### config.mk
export PLATFORM = sky130hd
export DESIGN_NAME = sps_div
export DESIGN_NICKNAME = d
export VERILOG_FILES = /design/src/rtl/core/sps_div.sv
export SDC_FILE = /design/constraint.sdc
export NUM_CORES = 1
export LEC_CHECK = 0
export BUFFER_PORTS_ARGS = -buffer_cell sky130_fd_sc_hd__buf_2
export CORE_AREA = 3 3 138 140
export DETAILED_ROUTE_END_ITERATION = 10
export DIE_AREA = 0 0 141 143
export GPL_ROUTABILITY_DRIVEN = 0
export PLACE_DENSITY = 0.63
export SLEW_MARGIN = 20
export SYNTH_ARGS = -nofsm -noshare
export SYNTH_HDL_FRONTEND = slang
export SYNTH_SLANG_ARGS = --single-unit
### constraint.sdc
create_clock -name clock -period 6.8 [get_ports clock]
set_input_delay 0.34 -clock clock [delete_from_list [all_inputs] [get_ports clock]]
set_output_delay 0.34 -clock clock [all_outputs]
set_load 0.02 [all_outputs]
### src/rtl/core/sps_div.sv
// radix-2 restoring divider, 64-bit magnitude by 32-bit magnitude, saturated signed result
module sps_div (
   input  logic               clock,
   input  logic               reset,
   input  logic               start,
   input  logic [63:0]        dividend_mag,
   input  logic [31:0]        divisor_mag,
   input  logic               negate,
   output logic               done,
   output logic signed [31:0] quotient
);

   logic [31:0] rem_ff, rem_in;
   logic [63:0] quo_ff, quo_in;
   logic [31:0] dv_ff, dv_in;
   logic        neg_ff, neg_in;
   logic [6:0]  cnt_ff, cnt_in;
   logic        busy_ff, busy_in;
   logic        done_ff, done_in;
   logic [32:0] trial;

   always_comb begin
      rem_in  = rem_ff;
      quo_in  = quo_ff;
      dv_in   = dv_ff;
      neg_in  = neg_ff;
      cnt_in  = cnt_ff;
      busy_in = busy_ff;
      done_in = done_ff;
      trial   = {rem_ff, quo_ff[63]};
      if (start) begin
         rem_in  = '0;
         quo_in  = dividend_mag;
         dv_in   = divisor_mag;
         neg_in  = negate;
         cnt_in  = '0;
         busy_in = 1'b1;
         done_in = 1'b0;
      end else if (busy_ff) begin
         if (trial >= {1'b0, dv_ff}) begin
            rem_in = 32'(trial - {1'b0, dv_ff});
            quo_in = {quo_ff[62:0], 1'b1};
         end else begin
            rem_in = trial[31:0];
            quo_in = {quo_ff[62:0], 1'b0};
         end
         cnt_in = cnt_ff + 7'd1;
         if (cnt_ff == 7'd63) begin
            busy_in = 1'b0;
            done_in = 1'b1;
         end
      end
   end

   always_ff @(posedge clock) begin
      rem_ff <= rem_in;
      quo_ff <= quo_in;
      dv_ff  <= dv_in;
      neg_ff <= neg_in;
      cnt_ff <= cnt_in;
      if (reset) begin
         busy_ff <= 1'b0;
         done_ff <= 1'b0;
      end else begin
         busy_ff <= busy_in;
         done_ff <= done_in;
      end
   end

   always_comb begin
      if (!neg_ff) begin
         quotient = (quo_ff > 64'h0000_0000_7FFF_FFFF) ? 32'sh7FFF_FFFF
                                                      : $signed(quo_ff[31:0]);
      end else begin
         quotient = (quo_ff >= 64'h0000_0000_8000_0000) ? 32'sh8000_0000
                                                       : $signed(32'(0 - quo_ff[31:0]));
      end
   end

   assign done = done_ff;

endmodule

==> results by group <==
Yosys
  – Sequential share of the synthesized area: 0.445
  – Mapped Cells: 864
  – Yosys top cell area share: 0.347
  – Area leader, netlist: edfxtp_1
  – Number of synthesized register bits: 138
  – Fraction of registers with async set/reset: 0
  – Post-synthesis cell type count: 61
  – Post-Syn Area: 0.00838 sq mm
  – Ys Warns: 0
  – Synth top area cells: edfxtp_1, dfxtp_1, mux2_2
  – Syn_nets: 999
  – EDFF count, synth: 97
  – Most used DFF post-synth: edfxtp_1
  – Post-Synthesis Mean Instance Area: 9.70 sq um

Clock tree
  – Clock transition at path regs: 0.06 ns
  – H-tree depth: 4
  – CTS tree: yes
  – Clk Latency, worst-skew pair: 0.43 ns
  – Num Clock Sinks: 138
  – # hold bufs at CTS: 0
  – CTS Buf Count: 17
  – CTS resizes: 0
  – # Post-CTS Setup Buffers: 0
  – Clock Tree Root: clkbuf_16
  – Max clock buf depth: 2

Cells and area
  – Area Growth Syn to Fin: 16.6%
  – Commonest non-fill, non-tap cell in the layout: buf_2
  – Final-stage net count: 1109
  – Commonest non-fill, non-tap cells in the layout: buf_2, nand2_1, edfxtp_1
  – Share of cells above drive strength 1: 0.248

Route
  – Met1 Wirelength: 10.1 mm
  – First drt pass iteration count: 5
  – Final wirelength: 21.0 mm
  – Routed len/inst: 17.3 um
  – DRT antenna net count: 0
  – DRC: 0
  – Met3 routed WL: 1.10 mm
  – Iteration-0 DRC Markers: 490
  – Routed vias: 7007
  – Vias per cell: 5.76
  – Routed length on met2: 9.47 mm
  – Highest metal used: met4

GRT
  – First-pass GRT wire length: 33.8 mm
  – Number of global-route vias before repair: 6611
  – Initial antenna violation count: 0
  – Grt total ovfl: 0
  – Gr usage total: 0.207
  – Pin count of the biggest net entering global routing: 66

Power
  – P_leak: 3.94 nW
  – PD cells: 244 mW/mm^2
  – Max VDD drop: 0.000168 V

Timing
  – Final setup violating endpoints: 0
  – Worst Tran Pin Value: 1.03 ns
  – Pins Over Slew Limit: 0
  – Unrepaired setup endpoints after global routing: false
  – Worst Skew: 0.0118 ns
  – Final hold viol count: 0
  – Final WS setup: 2.72 ns
  – F_max: 245 MHz
  – Crit share post-route: 0.599
  – Setup tns final: 0 ns
  – Max_slew headroom: 0.312
  – Post-layout min period: 4.08 ns

Placement
  – Dpl hpwl: 14.7 mm
  – Dpl ws: 3.12 ns
  – Port buffer count: 132

Worst setup path
  – R2r endpoint: rem_ff[11]
  – Flop2flop setup slack: 3.28 ns
  – Reg2Reg Depth: 10
  – R2r startpoint: rem_ff[2]
  – Crit-path max FO: 33
  – Worst EP required: 6.46 ns
  – Critical Path Sink Type: output port
  – Arrival @ worst endpoint: 3.74 ns
  – CP Class: reg -> out
  – Startpoint Class: flip-flop

Hold path
  – Worst min-delay path class: in -> reg
  – Hold Path Stages: 1
  – Hold Path Origin: divisor_mag[14]
  – Endpoint, Worst Hold: dv_ff[14]

Floorplanning
  – Die footprint: 0.0202 sq mm
  – # rows: 49
  – Core Area: 0.0180 sq mm
  – Die H: 143 um
  – Die X: 141 um
  – Initial Utilization: 0.467
  – IO Count: 133

Job
  – # Max-Cap Violations: 0

Outcome
  – Status: finished, final reports clean
-- state kept, by name, summed over array words and instances, names as in the netlist --
signal / flops
busy_ff: 1
done: 1
dv_ff: 32
neg_ff: 1
cnt_ff: 7
rem_ff: 32
quo_ff: 64
-- worst max path at each step --
| stage | start | endpoint | slack, ns | depth (start not counted) |
|---|---|---|---|---|
| floorplan | quo_ff[0] | quotient[14] | 3.79 | 10 |
| global placement | quo_ff[63] | quotient[22] | 3.06 | 8 |
| detailed placement | quo_ff[63] | quotient[20] | 3.12 | 8 |
| CTS | quo_ff[63] | quotient[20] | 2.65 | 8 |
| global route | quo_ff[56] | quotient[25] | 2.45 | 8 |
| finish | quo_ff[54] | quotient[22] | 2.72 | 8 |
-- Yosys cell counts, types with 4 or more instances --
cell	count
a221o_1	4
o211ai_1	5
a21oi_1	43
nor3_1	20
o311ai_0	21
inv_1	52
xnor2_1	16
nor2_1	61
o311a_1	5
buf_2	8
a21o_1	13
o311ai_1	5
xor2_1	15
a211oi_1	5
nand3_1	29
dfxtp_1	41
ha_1	34
or3_1	10
nand2_1	106
o41ai_1	11
nand2b_1	10
nor4_1	13
a32oi_1	6
o21ai_0	45
clkbuf_1	34
a31oi_1	10
mux2_2	62
o31ai_1	4
edfxtp_1	97
nand4_1	19
a311oi_1	9
-- critical path, stage by stage (launching register included) --
cell and delay [ns]:
edfxtp_1 0.39, nor4_1 0.39, nand4_1 0.17, or3_1 0.37, buf_4 0.25, inv_1 0.24, nand2_1 0.56, o311ai_0 0.66
buf_2 0.26
-- power breakdown --
group,internal (W),switching [W]
Combinational,0.000175,0.000249
Sequential,0.000983,0.0000547
Clock,0.000518,0.000404
-- area by class of cell --
| cell class | count | area, sq um |
|---|---|---|
| clock buffer | 17 | 425 |
| sequential | 138 | 3730 |
| clock inverter | 15 | 161 |
| inverter | 52 | 195 |
| fill | 1676 | 8190 |
| multi-input combinational | 625 | 4250 |
| timing repair buffer | 140 | 723 |
| tap | 229 | 287 |
| antenna | 1 | 2.50 |
-- stage by stage --
step           cell area (sq um)  utilization  power, W  instances  hold slack [ns]
2_1_floorplan               8380            -   0.00135        864            0.412
3_3_place_gp                9190        0.511   0.00147       1184            0.465
3_5_place_dp                9190        0.511   0.00148       1184            0.473
4_1_cts                     9770        0.544   0.00240       1216           0.0706
5_1_grt                     9770        0.544   0.00249       1216           0.0738
6_report                    9770        0.544   0.00238       1217           0.0866
-- logic make-up after synthesis --
kind of cell,after synthesis,synth area share
AND/OR/NAND/NOR,283,0.155
AO/OA/AOI/OAI,212,0.179
flip-flops,138,0.445
buffers and inverters,101,0.0487
multiplexers,64,0.0857
adder cells (fa/ha/maj),35,0.0531
XOR/XNOR,31,0.0324
-- routing by layer --
metal	global-route usage	vias to the layer above
met1	0.295	3323
met3	0.0469	20
met5	0	-
met2	0.318	179
li1	-	3485
met4	0.0586	0
Power figures use the tool's default switching activity.
